===== src/rtl/icoal_pkg.sv =====
// Shared types and constants for the inflight request coalescer.
// Holds the item structs, result kinds, command and register codes.
// No dependencies.
package icoal_pkg;

   localparam int SLOTS_DEFAULT    = 8;
   localparam int KEY_BITS_DEFAULT = 32;

   localparam int SLOT_BITS     = 3;
   localparam int KEY_IN_BITS   = 32;
   localparam int KIND_BITS     = 2;
   localparam int CSR_IDX_BITS  = 1;
   localparam int CSR_DATA_BITS = 4;
   localparam int ACTIVE_BITS   = 4;

   // waiter count carried through the queue; covers the largest slot table
   localparam int JOB_CNT_BITS = 7;
   localparam int QUEUE_DEPTH  = 2;

   localparam logic [0:0] CMD_REQUEST  = 1'b0;
   localparam logic [0:0] CMD_COMPLETE = 1'b1;

   localparam logic [KIND_BITS-1:0] KIND_ISSUE     = 2'd0;
   localparam logic [KIND_BITS-1:0] KIND_COALESCED = 2'd1;
   localparam logic [KIND_BITS-1:0] KIND_WAKE      = 2'd2;

   localparam logic [CSR_IDX_BITS-1:0] CSR_ENABLE = 1'b0;
   localparam logic [CSR_IDX_BITS-1:0] CSR_ACTIVE = 1'b1;

   localparam logic [ACTIVE_BITS-1:0] ACTIVE_RESET = 4'd8;

   typedef struct packed {
      logic                   cmd;
      logic [SLOT_BITS-1:0]   slot;
      logic [KEY_IN_BITS-1:0] key;
   } req_type;

   typedef struct packed {
      logic [KIND_BITS-1:0] result_kind;
      logic [SLOT_BITS-1:0] target_slot;
      logic [SLOT_BITS-1:0] owner_slot;
      logic                 last;
   } rsp_type;

   // one queue entry: the first result and how many waiters follow it
   typedef struct packed {
      rsp_type                 rsp;
      logic [JOB_CNT_BITS-1:0] waiters;
   } job_type;

endpackage


===== src/rtl/icoal_ram.sv =====
// Generic single-write, single-read RAM with registered read data.
// Depends on nothing.
module icoal_ram #(
   parameter  int WIDTH = 3,
   parameter  int DEPTH = 64,
   localparam int AW    = (DEPTH > 1) ? $clog2(DEPTH) : 1
) (
   input  logic             clock,
   input  logic             we,
   input  logic [AW-1:0]    waddr,
   input  logic [WIDTH-1:0] wdata,
   input  logic [AW-1:0]    raddr,
   output logic [WIDTH-1:0] rdata
);

   logic [WIDTH-1:0] mem_ff [DEPTH];
   logic [WIDTH-1:0] rdata_ff;

   always_ff @(posedge clock) begin
      if (we) begin
         mem_ff[waddr] <= wdata;
      end
      rdata_ff <= mem_ff[raddr];
   end

   assign rdata = rdata_ff;

endmodule


===== src/rtl/icoal_fifo.sv =====
// Short queue of jobs between the classifying front and the result back end.
// Depends on icoal_pkg.
module icoal_fifo (
   input  logic              clock,
   input  logic              reset,
   input  logic              push,
   input  icoal_pkg::job_type push_job,
   input  logic              pop,
   output icoal_pkg::job_type head_job,
   output logic              full,
   output logic              empty
);
   import icoal_pkg::*;

   localparam int PW = (QUEUE_DEPTH > 1) ? $clog2(QUEUE_DEPTH) : 1;
   localparam int NW = $clog2(QUEUE_DEPTH + 1);

   job_type         entry_ff [QUEUE_DEPTH];
   logic [PW-1:0]   wr_ptr_ff, wr_ptr_in;
   logic [PW-1:0]   rd_ptr_ff, rd_ptr_in;
   logic [NW-1:0]   fill_ff, fill_in;

   assign full     = (fill_ff == NW'(QUEUE_DEPTH));
   assign empty    = (fill_ff == '0);
   assign head_job = entry_ff[rd_ptr_ff];

   always_comb begin
      wr_ptr_in = wr_ptr_ff;
      rd_ptr_in = rd_ptr_ff;
      fill_in   = fill_ff;
      if (push) begin
         wr_ptr_in = (wr_ptr_ff == PW'(QUEUE_DEPTH - 1)) ? '0 : wr_ptr_ff + PW'(1);
      end
      if (pop) begin
         rd_ptr_in = (rd_ptr_ff == PW'(QUEUE_DEPTH - 1)) ? '0 : rd_ptr_ff + PW'(1);
      end
      if (push && !pop) begin
         fill_in = fill_ff + NW'(1);
      end else if (pop && !push) begin
         fill_in = fill_ff - NW'(1);
      end
   end

   always_ff @(posedge clock) begin
      if (reset) begin
         wr_ptr_ff <= '0;
         rd_ptr_ff <= '0;
         fill_ff   <= '0;
      end else begin
         wr_ptr_ff <= wr_ptr_in;
         rd_ptr_ff <= rd_ptr_in;
         fill_ff   <= fill_in;
      end
   end

   always_ff @(posedge clock) begin
      if (push) begin
         entry_ff[wr_ptr_ff] <= push_job;
      end
   end

endmodule


===== src/rtl/icoal_front.sv =====
// Front end: accepts items, searches the slot table, updates it and queues
// one job per item. Writes the waiter memory. Depends on icoal_pkg.
module icoal_front #(
   parameter  int SLOTS    = icoal_pkg::SLOTS_DEFAULT,
   parameter  int KEY_BITS = icoal_pkg::KEY_BITS_DEFAULT,
   localparam int AW       = (SLOTS * SLOTS > 1) ? $clog2(SLOTS * SLOTS) : 1
) (
   input  logic                               clock,
   input  logic                               reset,
   input  logic                               start,
   output logic                               busy,
   input  icoal_pkg::req_type                 req_item,
   input  logic                               enable,
   input  logic [icoal_pkg::ACTIVE_BITS-1:0]  active_slots,
   input  logic                               drain_done,
   input  logic                               q_full,
   output logic                               push,
   output icoal_pkg::job_type                 push_job,
   output logic                               ram_we,
   output logic [AW-1:0]                      ram_waddr,
   output logic [icoal_pkg::SLOT_BITS-1:0]    ram_wdata
);
   import icoal_pkg::*;

   localparam int SW = $clog2(SLOTS);
   localparam int CW = $clog2(SLOTS + 1);
   localparam int KW = (KEY_BITS < KEY_IN_BITS) ? KEY_BITS : KEY_IN_BITS;

   req_type        item_ff;
   logic           valid_ff, valid_in;
   logic           drain_ff, drain_in;

   logic           slot_busy_ff [SLOTS];
   logic           slot_busy_in [SLOTS];
   logic [KW-1:0]  slot_key_ff  [SLOTS];
   logic [KW-1:0]  slot_key_in  [SLOTS];
   logic [CW-1:0]  count_ff     [SLOTS];
   logic [CW-1:0]  count_in     [SLOTS];

   logic [SLOTS-1:0]  match;
   logic              hit;
   logic [SW-1:0]     own;
   logic [SW-1:0]     s_idx;
   logic              in_range;
   logic              merge_on;
   logic [KW-1:0]     cmp_key;
   logic [CW-1:0]     own_count;
   logic [CW-1:0]     s_count;
   logic              accept;

   assign busy     = valid_ff || drain_ff;
   assign accept   = start && !busy;
   assign push     = valid_ff && !q_full;
   assign in_range = (int'(item_ff.slot) < SLOTS);
   assign s_idx    = SW'(item_ff.slot);
   assign merge_on = enable && in_range;
   assign cmp_key  = item_ff.key[KW-1:0];

   always_comb begin
      for (int i = 0; i < SLOTS; i++) begin
         match[i] = slot_busy_ff[i] && (slot_key_ff[i] == cmp_key)
                    && (i < int'(active_slots));
      end
   end

   // lowest matching slot owns the request
   always_comb begin
      hit = 1'b0;
      own = '0;
      for (int i = 0; i < SLOTS; i++) begin
         if (!hit && match[i]) begin
            hit = 1'b1;
            own = SW'(i);
         end
      end
   end

   assign own_count = count_ff[own];
   assign s_count   = count_ff[s_idx];

   always_comb begin
      push_job              = '0;
      push_job.rsp.target_slot = item_ff.slot;
      push_job.rsp.owner_slot  = item_ff.slot;
      push_job.rsp.last        = 1'b1;
      ram_we                = 1'b0;
      ram_waddr             = AW'(own) * AW'(SLOTS) + AW'(own_count);
      ram_wdata             = item_ff.slot;
      drain_in              = drain_ff && !drain_done;
      for (int i = 0; i < SLOTS; i++) begin
         slot_busy_in[i] = slot_busy_ff[i];
         slot_key_in[i]  = slot_key_ff[i];
         count_in[i]     = count_ff[i];
      end

      unique case (item_ff.cmd)
         CMD_REQUEST: begin
            push_job.rsp.result_kind = KIND_ISSUE;
            if (merge_on && hit) begin
               push_job.rsp.result_kind = KIND_COALESCED;
               push_job.rsp.owner_slot  = SLOT_BITS'(own);
               // append unless the list is full
               if (push && (int'(own_count) < SLOTS)) begin
                  ram_we        = 1'b1;
                  count_in[own] = own_count + CW'(1);
               end
            end else if (merge_on && push) begin
               slot_busy_in[s_idx] = 1'b1;
               slot_key_in[s_idx]  = cmp_key;
               count_in[s_idx]     = '0;
            end
         end
         CMD_COMPLETE: begin
            push_job.rsp.result_kind = KIND_WAKE;
            if (merge_on) begin
               push_job.waiters  = JOB_CNT_BITS'(s_count);
               push_job.rsp.last = (s_count == '0);
               if (push) begin
                  slot_busy_in[s_idx] = 1'b0;
                  count_in[s_idx]     = '0;
                  // hold new items off until the waiter list is read out
                  if (s_count != '0) begin
                     drain_in = 1'b1;
                  end
               end
            end
         end
         default: begin
            push_job.rsp.result_kind = KIND_ISSUE;
         end
      endcase
   end

   always_comb begin
      valid_in = valid_ff;
      if (accept) begin
         valid_in = 1'b1;
      end else if (push) begin
         valid_in = 1'b0;
      end
   end

   always_ff @(posedge clock) begin
      if (reset) begin
         valid_ff <= 1'b0;
         drain_ff <= 1'b0;
         for (int i = 0; i < SLOTS; i++) begin
            slot_busy_ff[i] <= 1'b0;
            count_ff[i]     <= '0;
         end
      end else begin
         valid_ff <= valid_in;
         drain_ff <= drain_in;
         for (int i = 0; i < SLOTS; i++) begin
            slot_busy_ff[i] <= slot_busy_in[i];
            count_ff[i]     <= count_in[i];
         end
      end
   end

   always_ff @(posedge clock) begin
      if (accept) begin
         item_ff <= req_item;
      end
      for (int i = 0; i < SLOTS; i++) begin
         slot_key_ff[i] <= slot_key_in[i];
      end
   end

endmodule


===== src/rtl/icoal_back.sv =====
// Back end: pops jobs, drives one result a cycle and reads waiter lists
// out of the waiter memory for completions. Depends on icoal_pkg.
module icoal_back #(
   parameter  int SLOTS = icoal_pkg::SLOTS_DEFAULT,
   localparam int AW    = (SLOTS * SLOTS > 1) ? $clog2(SLOTS * SLOTS) : 1
) (
   input  logic                            clock,
   input  logic                            reset,
   input  logic                            q_empty,
   output logic                            pop,
   input  icoal_pkg::job_type              q_job,
   output logic [AW-1:0]                   ram_raddr,
   input  logic [icoal_pkg::SLOT_BITS-1:0] ram_rdata,
   output logic                            drain_done,
   output logic                            rsp_valid,
   output icoal_pkg::rsp_type              rsp_item
);
   import icoal_pkg::*;

   localparam int SW = $clog2(SLOTS);
   localparam int CW = $clog2(SLOTS + 1);

   logic                  active_ff, active_in;
   logic [CW-1:0]         idx_ff, idx_in;
   logic [CW-1:0]         total_ff, total_in;
   logic [AW-1:0]         base_ff, base_in;
   logic [SLOT_BITS-1:0]  owner_ff, owner_in;
   logic                  rsp_valid_ff, emit;
   rsp_type               rsp_item_ff, emit_item;
   logic [AW-1:0]         job_base;
   logic [CW-1:0]         idx_next;

   assign job_base = AW'(SW'(q_job.rsp.owner_slot)) * AW'(SLOTS);
   assign idx_next = idx_ff + CW'(1);

   always_comb begin
      pop        = 1'b0;
      emit       = 1'b0;
      emit_item  = q_job.rsp;
      drain_done = 1'b0;
      active_in  = active_ff;
      idx_in     = idx_ff;
      total_in   = total_ff;
      base_in    = base_ff;
      owner_in   = owner_ff;
      ram_raddr  = base_ff + AW'(idx_next);
      if (active_ff) begin
         emit                  = 1'b1;
         emit_item.result_kind = KIND_WAKE;
         emit_item.target_slot = ram_rdata;
         emit_item.owner_slot  = owner_ff;
         emit_item.last        = (idx_next == total_ff);
         if (idx_next == total_ff) begin
            active_in  = 1'b0;
            drain_done = 1'b1;
         end else begin
            idx_in = idx_next;
         end
      end else if (!q_empty) begin
         pop  = 1'b1;
         emit = 1'b1;
         if (q_job.waiters != '0) begin
            // owner wake goes out now; start reading the first waiter
            active_in = 1'b1;
            idx_in    = '0;
            total_in  = CW'(q_job.waiters);
            base_in   = job_base;
            owner_in  = q_job.rsp.owner_slot;
            ram_raddr = job_base;
         end
      end
   end

   always_ff @(posedge clock) begin
      if (reset) begin
         active_ff    <= 1'b0;
         rsp_valid_ff <= 1'b0;
      end else begin
         active_ff    <= active_in;
         rsp_valid_ff <= emit;
      end
   end

   always_ff @(posedge clock) begin
      idx_ff      <= idx_in;
      total_ff    <= total_in;
      base_ff     <= base_in;
      owner_ff    <= owner_in;
      rsp_item_ff <= emit_item;
   end

   assign rsp_valid = rsp_valid_ff;
   assign rsp_item  = rsp_item_ff;

endmodule


===== src/rtl/inflight_request_coalescer_core.sv =====
// Top level of the inflight request coalescer: register port, front end,
// job queue, back end and waiter memory. Depends on icoal_pkg and all rtl modules.
//
// Items are taken while busy is low. A new request, or a completion with no
// waiters, keeps the block busy until its job enters the queue; a completion
// whose owner has waiters keeps it busy until the waiter list is read out
// through the single read port of the waiter memory, which yields one waiter a
// cycle. Results leave in order, one per cycle, each marked by rsp_valid for
// one cycle; the receiver cannot stall them and nothing is held back. The first
// result of an item passes from the front end's item register through the job
// queue to the back end's output register. No clearing pass runs after reset.
module inflight_request_coalescer_core #(
   parameter int SLOTS    = icoal_pkg::SLOTS_DEFAULT,
   parameter int KEY_BITS = icoal_pkg::KEY_BITS_DEFAULT
) (
   input  logic                                clock,
   input  logic                                reset,
   input  logic                                start,
   output logic                                busy,
   input  icoal_pkg::req_type                  req_item,
   output logic                                rsp_valid,
   output icoal_pkg::rsp_type                  rsp_item,
   input  logic                                csr_we,
   input  logic [icoal_pkg::CSR_IDX_BITS-1:0]  csr_index,
   input  logic [icoal_pkg::CSR_DATA_BITS-1:0] csr_wdata
);
   import icoal_pkg::*;

   localparam int AW = (SLOTS * SLOTS > 1) ? $clog2(SLOTS * SLOTS) : 1;

   logic                   enable_ff;
   logic [ACTIVE_BITS-1:0] active_ff;

   logic                   push, pop, q_full, q_empty, drain_done;
   job_type                push_job, head_job;
   logic                   ram_we;
   logic [AW-1:0]          ram_waddr, ram_raddr;
   logic [SLOT_BITS-1:0]   ram_wdata, ram_rdata;

   always_ff @(posedge clock) begin
      if (reset) begin
         enable_ff <= 1'b1;
         active_ff <= ACTIVE_RESET;
      end else if (csr_we) begin
         unique case (csr_index)
            CSR_ENABLE: enable_ff <= csr_wdata[0];
            CSR_ACTIVE: active_ff <= csr_wdata[ACTIVE_BITS-1:0];
            default:    active_ff <= active_ff;
         endcase
      end
   end

   icoal_front #(
      .SLOTS    (SLOTS),
      .KEY_BITS (KEY_BITS)
   ) u_front (
      .clock        (clock),
      .reset        (reset),
      .start        (start),
      .busy         (busy),
      .req_item     (req_item),
      .enable       (enable_ff),
      .active_slots (active_ff),
      .drain_done   (drain_done),
      .q_full       (q_full),
      .push         (push),
      .push_job     (push_job),
      .ram_we       (ram_we),
      .ram_waddr    (ram_waddr),
      .ram_wdata    (ram_wdata)
   );

   icoal_fifo u_queue (
      .clock    (clock),
      .reset    (reset),
      .push     (push),
      .push_job (push_job),
      .pop      (pop),
      .head_job (head_job),
      .full     (q_full),
      .empty    (q_empty)
   );

   icoal_ram #(
      .WIDTH (SLOT_BITS),
      .DEPTH (SLOTS * SLOTS)
   ) u_waiters (
      .clock (clock),
      .we    (ram_we),
      .waddr (ram_waddr),
      .wdata (ram_wdata),
      .raddr (ram_raddr),
      .rdata (ram_rdata)
   );

   icoal_back #(
      .SLOTS (SLOTS)
   ) u_back (
      .clock      (clock),
      .reset      (reset),
      .q_empty    (q_empty),
      .pop        (pop),
      .q_job      (head_job),
      .ram_raddr  (ram_raddr),
      .ram_rdata  (ram_rdata),
      .drain_done (drain_done),
      .rsp_valid  (rsp_valid),
      .rsp_item   (rsp_item)
   );

endmodule

===== config.mk =====
export PLATFORM = sky130hd
export DESIGN_NAME = inflight_request_coalescer_core
export DESIGN_NICKNAME = d
export VERILOG_FILES = /design/src/rtl/icoal_pkg.sv /design/src/rtl/icoal_ram.sv /design/src/rtl/icoal_fifo.sv /design/src/rtl/icoal_front.sv /design/src/rtl/icoal_back.sv /design/src/rtl/inflight_request_coalescer_core.sv
export SDC_FILE = /design/constraint.sdc
export NUM_CORES = 1
export LEC_CHECK = 0
export BUFFER_PORTS_ARGS = -buffer_cell sky130_fd_sc_hd__buf_2
export CAP_MARGIN = 25
export CORE_UTILIZATION = 40
export CTS_BUF_LIST = sky130_fd_sc_hd__clkbuf_8
export DETAILED_ROUTE_END_ITERATION = 10
export GPL_ROUTABILITY_DRIVEN = 0
export SYNTH_ARGS = -nofsm -noshare
export SYNTH_HDL_FRONTEND = slang
export SYNTH_HIERARCHICAL = 1
export SYNTH_SLANG_ARGS = --single-unit

===== constraint.sdc =====
create_clock -name clock -period 11 [get_ports clock]
set_input_delay 0 -clock clock [delete_from_list [all_inputs] [get_ports clock]]
set_output_delay 0 -clock clock [all_outputs]
set_load 0.02 [all_outputs]

==> results of run 1 <==
==> through the flow <==
stage / power (mW) / hold WS (ns)
CTS: 5.92 / 0.0126
detailed placement: 3.93 / 0.178
global route: 6.11 / 0.0350
global placement: 3.91 / 0.176
floorplan: 3.58 / 0.0691
finish: 5.86 / 0.0685
==> worst register-to-register path, stage by stage (launching register included) <==
cell,delay [ns]
edfxtp_1,0.95
xor2_1,0.15
nor4_1,0.62
nand4_1,0.19
or4_1,0.65
nor4_1,0.58
a22oi_1,0.29
o22ai_1,0.21
a21oi_1,0.09
ha_1,0.19
ha_1,0.19
xnor2_1,0.80
nand3_1,0.52
nor2_1,0.40
==> metal layers <==
metal	share of wire (%)	routed length [µm]	vias to the layer above
met1	42	29500	8101
met2	47	33100	749
li1	-	-	7218
met4	2.8	1980	0
met5	0	0	-
met3	7.7	5410	136
==> logic make-up after synthesis <==
kind of cell	after synthesis
buf+inv	107
simple gates	582
other cells	1
fa+ha+maj	7
flops	596
compound gates	123
xor+xnor	267
mux	107
==> cell usage in the layout (no fill, tap or decap), types with 5 or more instances in the layout <==
master and count:
nand2_1 75, or2_2 5, inv_1 56, clkinv_1 20, nor2b_1 14, and4_1 6, nor4_1 75, o22ai_1 6
nor3_1 30, mux4_2 50, a21oi_1 36, dlygate4sd3_1 81, nand3_1 48, mux2i_1 19, nand3b_1 19, buf_2 56
o21ai_0 13, nand4b_1 11, mux4_1 5, mux2_2 32, xnor2_1 103, or3_1 12, nand2b_1 23, dfxtp_1 69
nor3_2 5, edfxtp_1 527, and2_1 12, or4_1 16, clkinv_2 13, and3_1 9, nor4b_1 5, nor2_1 131
o21ai_1 8, bufinv_16 7, nand4_1 52, clkbuf_8 107, xor2_1 163, ha_1 7, buf_4 26
==> layout make-up <==
cell class | count | area (µm²) | area share, %
multi-input combinational | 1089 | 8410 | 27.9
timing repair buffer | 164 | 1310 | 4.34
inverter | 24 | 90.1 | 0.299
antenna | 1 | 2.50 | 0.00832
clock buffer | 107 | 1470 | 4.89
tap | 855 | 1070 | 3.56
clock inverter | 77 | 534 | 1.78
sequential | 596 | 17200 | 57.2
==> state kept, by name, indices dropped and copies added (netlist names), named ones only <==
signal               cells
u_queue/fill_ff          2
u_back/rsp_item          9
u_front/cmp_key         32
u_waiters/mem_ff       192
u_back/base_ff           3
u_front/item_ff          1
active_ff                4
u_back/idx_ff            4
u_back/total_ff          4
u_back/active_ff         1
u_front/ram_wdata        3
u_back/rsp_valid         1
u_front/valid_ff         1
u_front/slot_key_ff    256
u_front/drain_ff         1
u_queue/wr_ptr_ff        1
u_queue/rd_ptr_ff        1
u_queue/entry_ff        32
u_front/count_ff        32
enable_ff                1
u_waiters/rdata          3
==> repair_timing <==
action,CTS,global route
hold buffers,81,0
hold endpoints to repair,86,0
setup buffers,0,0
==> power breakdown <==
part           total, mW  switching (mW)  internal [mW]
sequential          2.66          0.0941           2.56
combinational       1.24           0.684          0.552
clock               1.96           0.898           1.07
total               5.86            1.68           4.18
==> worst max-delay path by stage <==
stage                     slack, ns                                end  depth (start not counted)                     startpoint
after floorplan                6.25  u_waiters/mem_ff[39][0]$_DFFE_PP_                         17  u_front/cmp_key[18]$_DFFE_PP_
final                          4.83  u_waiters/mem_ff[57][0]$_DFFE_PP_                         13   u_front/cmp_key[9]$_DFFE_PP_
after global placement         5.11  u_waiters/mem_ff[39][0]$_DFFE_PP_                         13  u_front/cmp_key[27]$_DFFE_PP_
after CTS                      4.93  u_waiters/mem_ff[37][0]$_DFFE_PP_                         13  u_front/cmp_key[27]$_DFFE_PP_
after detailed placement       4.92  u_waiters/mem_ff[37][0]$_DFFE_PP_                         13  u_front/cmp_key[27]$_DFFE_PP_
after global routing           4.61  u_waiters/mem_ff[57][1]$_DFFE_PP_                         13   u_front/cmp_key[9]$_DFFE_PP_
==> impl_metrics.toml, run 1 <==
[critical_path]
r2r_end = "u_waiters/mem_ff[57][0]$_DFFE_PP_"
crit_required_ns = 11.36
critPathSlowestCell = "edfxtp_1"
worst-path-buf-inv = 0
arrival_ns = 6.53
critical_path.max_fanout = 16
start_kind = "flop"
r2r_start = "u_front/cmp_key[9]$_DFFE_PP_"
r2r_slack_ns = 4.83
crit_family = "simple AND/OR/NAND/NOR gates"
r2r_cells = 13
setup.worst_path.end_class = "flop"
crit_chain = "xor2_1 -> nor4_1 -> nand4_1 -> or4_1 -> nor4_1 -> a22oi_1 -> o22ai_1 -> a21oi_1 -> ha_1 -> ha_1 -> xnor2_1 -> nand3_1 -> nor2_1"
critPathMaxStageDelay_ns = 0.95
crit_type = "reg2reg"

[timing]
tightest_slew_ns = 1.10
relSlewSlack_pct = 25.9
hold_viol = 0
fmax_mhz = 162
maxSlewViolCount = 0
finalSetupViolations = 0
setup_ws_ns = 4.83
period_needed_ns = 6.17
rsz0062_at_grt = "no"
fin_skew_ns = 0.0531
setup_tns_ns = 0
period_share_pct = 56.1

[detailed_routing]
drtAntennaViolNets = 0
drt-pass1-iter-count = 6
drc = 0
drt_wl_total_um = 70000
vias = 16200
drtIter0Drc = 1685
viasPerCell = 5.56
wl_per_cell_um = 24.0

[synth]
ys_seq_elements = 596
synthAdderAreaFrac_pct = 0.336
yosys.cell_types.count = 86
synth-main-ff-cell = "edfxtp_1"
synth_edf_count = 527
synth_area_leaders = "edfxtp_1 (61%), xor2_1 (5.5%), dfxtp_1 (5.3%)"
synth_xor_area_share_pct = 8.99
synthTopCellsByCount = "edfxtp_1 (527), xor2_1 (163), nor2_1 (137)"
synth_top_area_cell = "edfxtp_1"
syn-instance-count = 1790
synth-warning-count = 6
syn_avg_cell_area_um2 = 14.6
netlist_area_um2 = 26100
ys_seq_area_share_pct = 66.0
synth_top_area_share_pct = 60.7
synth_compound_area_share_pct = 3.30
synth_top_family_by_area = "simple AND/OR/NAND/NOR gates"
synth-async-reset-ratio_pct = 0
yosys.area_share.simple_pct = 12.3
yosysMostFrequentCell = "edfxtp_1"
synthMuxAreaShare_pct = 6.97

[placement]
numPortBuffers = 55
place_inst = 2646
pre_cts_slack_ns = 4.92
hpwl_um = 46700
dpl_cell_area_um2 = 27300

[cells_and_area]
nets = 2026
syn2layout_area_growth_pct = 15.4
fin_util_pct = 46.7
final_cells = 2913
postLayoutCellArea_um2 = 30100
drive_above_1_share_pct = 16.4
fillers = 5691

[grt]
grt.total_usage_pct = 21.1
overflow = 0
use_met1_pct = 28.9
grt_max_degree = 76
top_usage_layer = "met2"
grt_pass1_wl_um = 104000
antenna_found_initial = 1
globalRouteMet3Util_pct = 3.83
use_met2_pct = 33.7
grt_pass1_vias = 16200

[floorplan]
num_rows = 93
die_area_um2 = 66200
die_x_um = 257
coreArea_um2 = 64500
start_util_pct = 40.5
die_height_um = 257
io_pins = 56

[cts]
cts_tree = "yes"
clk_latency_ns = 0.71
clkSinkCount = 596
post_cts_resize_count = 0
cts_made_buffers = 99
clk_pin_slew_worst_paths_ns = 0.06
root_buffer = "clkbuf_8"
cts_buffer_depth = 3
cts-htree-levels = 3

[status]
status = "finished, final reports clean"

[hold_path]
holdPathStages = 2
hold_end = "u_front/ram_wdata[2]$_DFFE_PP_"
hp-start = "req_item[34]"
min_path_type = "in2reg"

[job]
cap_violations = 0

[power_and_ir_drop]
ir_drop_uv = 104
p_leak_nw = 9.85
power_density_nw_per_um2 = 195
Note: power is estimated with default switching activity, not from simulation.
==> run 2: changes to the inputs <==
- ABC_AREA: not set -> 1
- clock period: 11 -> 4.95 ns (I/O delays scaled with it)
==> run 2 against run 1 <==
Effect of this change:
- count of clock-buffer cells in the layout stayed put
- critical path depth increased by 12
- total power increased to 2.5 times the previous value
- sequential cell count unchanged
- global-route usage grew 3.7 points
- hold slack got worse by 0.031 ns
- die area grew 11%
- cell count is 50% higher
- critical path type unchanged
- largest power group unchanged
==> impl_metrics.toml, run 2 <==
[timing]
period_share_pct = 95.4
fin_skew_ns = 0.0314
holdWs_ns = 0.0379
setup_tns_ns = 0
rsz0062_at_grt = "no"
relSlewSlack_pct = 33.8
hold_viol = 0
maxSlewViolCount = 0
finalSetupViolations = 0
fmax_mhz = 212
tightest_slew_ns = 0.992
period_needed_ns = 4.72

[cells_and_area]
syn2layout_area_growth_pct = 15.5
largest_reg_flops = 256
fillers = 6784
final_cell_mix = "nand2_1 (897), edfxtp_1 (527), inv_1 (315)"
drive_above_1_share_pct = 13.0
multiInputGateArea_um2 = 9870
regMostFlops = "u_front/slot_key_ff"
largest_registers = "u_front/slot_key_ff (256), u_waiters/mem_ff (192)"
final_cells = 4363
nets = 3388
layout_commonest_cell = "nand2_1"
regArea_um2 = 17200

[synth]
netlist_area_um2 = 28900
synth_top_area_share_pct = 54.7
yosys.cell_types.count = 55
synthTopCellsByCount = "nand2_1 (897), edfxtp_1 (527), nor2_1 (297)"
ys_seq_elements = 596
synth_top_area_cell = "edfxtp_1"
syn-instance-count = 3086
synth_area_leaders = "edfxtp_1 (55%), nand2_1 (12%), nand3_1 (5.1%)"
synth-warning-count = 6
syn_avg_cell_area_um2 = 9.38
ys_seq_area_share_pct = 59.4
yosysMostFrequentCell = "nand2_1"
synth_edf_count = 527
synth-main-ff-cell = "edfxtp_1"
synth-async-reset-ratio_pct = 0

[grt]
grt_max_degree = 97
grt_pass1_vias = 22300
grt.total_usage_pct = 24.9
antenna_found_initial = 1
overflow = 0
grt_pass1_wl_um = 136000

[floorplan]
die_height_um = 271
die_x_um = 271
num_rows = 98
start_util_pct = 40.5
coreArea_um2 = 71500
io_pins = 56
die_area_um2 = 73400

[placement]
place_inst = 4102
numPortBuffers = 55
hpwl_um = 64700

[power_and_ir_drop]
ir_drop_uv = 475
power_density_nw_per_um2 = 441
power_mw = 14.7
p_leak_nw = 13.4

[critical_path]
setup.worst_path.end_class = "flop"
critPathSlowestCell = "edfxtp_1"
worst-path-buf-inv = 6
start_kind = "flop"
critical_path.max_fanout = 9
arrival_ns = 5.13
crit_required_ns = 5.36
crit_type = "reg2reg"
critPathMaxStageDelay_ns = 0.50
crit_family = "simple AND/OR/NAND/NOR gates"

[detailed_routing]
viasPerCell = 5.29
drc = 0
drt-pass1-iter-count = 6
drtAntennaViolNets = 0
wl_per_cell_um = 21.0
drtIter0Drc = 2584
vias = 23100
drt_wl_total_um = 91700

[cts]
clk_latency_ns = 0.70
clkSinkCount = 596
root_buffer = "clkbuf_8"
cts_buffer_depth = 3
cts-htree-levels = 3
cts_tree = "yes"
cts_made_buffers = 98
clk_pin_slew_worst_paths_ns = 0.06
post_cts_resize_count = 0

[status]
status = "finished, final reports clean"

[hold_path]
min_path_type = "in2reg"

[job]
cap_violations = 0
## run 2: final timing paths
kind,startpoint,to,depth (start not counted),slack [ns]
min,req_item[13],u_front/cmp_key[13]$_DFFE_PP_,2,0.04
max,u_front/cmp_key[24]$_DFFE_PP_,u_waiters/mem_ff[50][0]$_DFFE_PP_,25,0.23
min reg2reg,u_waiters/rdata[0]$_DFF_P_,u_back/rsp_item[4]$_DFF_P_,2,0.46
max reg2reg,u_front/cmp_key[24]$_DFFE_PP_,u_waiters/mem_ff[50][0]$_DFFE_PP_,25,0.23
## run 2: layer usage
metal	GRT usage (%)	vias up	wire length, µm	part of all wire [%]
met4	13.6	0	5220	5.7
met2	40.3	1041	42500	46
met3	3.28	266	7030	7.7
met5	0	-	0	0
li1	-	10900	-	-
met1	32.2	10900	36900	40
## run 2: power by group
group | internal (mW) | total, mW | switching [mW]
clock network | 2.30 | 4.31 | 2.01
logic | 1.35 | 4.38 | 3.03
registers | 5.81 | 6.05 | 0.246
## run 2: per-stage QoR
step / setup slack [ns] / utilization (%) / area [µm²]
after floorplan: -0.101 / - / 29000
after global placement: 0.485 / 42.9 / 30700
after detailed placement: 0.422 / 42.9 / 30700
after CTS: 0.411 / 46.7 / 33400
after global routing: 0.00147 / 46.8 / 33400
final: 0.230 / 46.8 / 33400
## run 2: cells by family (layout without fill, tap and decap cells)
| group | count (synthesis) | count (layout) | synth area share, % |
|---|---|---|---|
| buffers and inverters | 439 | 763 | 6.69 |
| adder cells (fa/ha/maj) | 7 | 7 | 0.303 |
| flip-flops | 596 | 596 | 59.4 |
| XOR/XNOR | 81 | 81 | 2.45 |
| AND/OR/NAND/NOR | 1772 | 1772 | 27.1 |
| multiplexers | 16 | 16 | 0.752 |
| AO/OA/AOI/OAI | 174 | 174 | 3.30 |
| other | 1 | 4 | 0.0130 |
## run 2: area by class of cell
type	instances	share of cell area, %
Clock inverter	69	1.40
Tap cell	950	3.55
Inverter	338	3.83
Antenna cell	1	0.00748
Clock buffer	107	4.40
Multi-Input combinational cell	2053	29.5
Timing Repair Buffer	249	5.85
Sequential cell	596	51.4
## run 2: timing repair
action,CTS,global route
hold buffers,77,0
endpoints found under the setup margin,0,21
endpoints found under the hold margin,60,0
buffers inserted,0,6
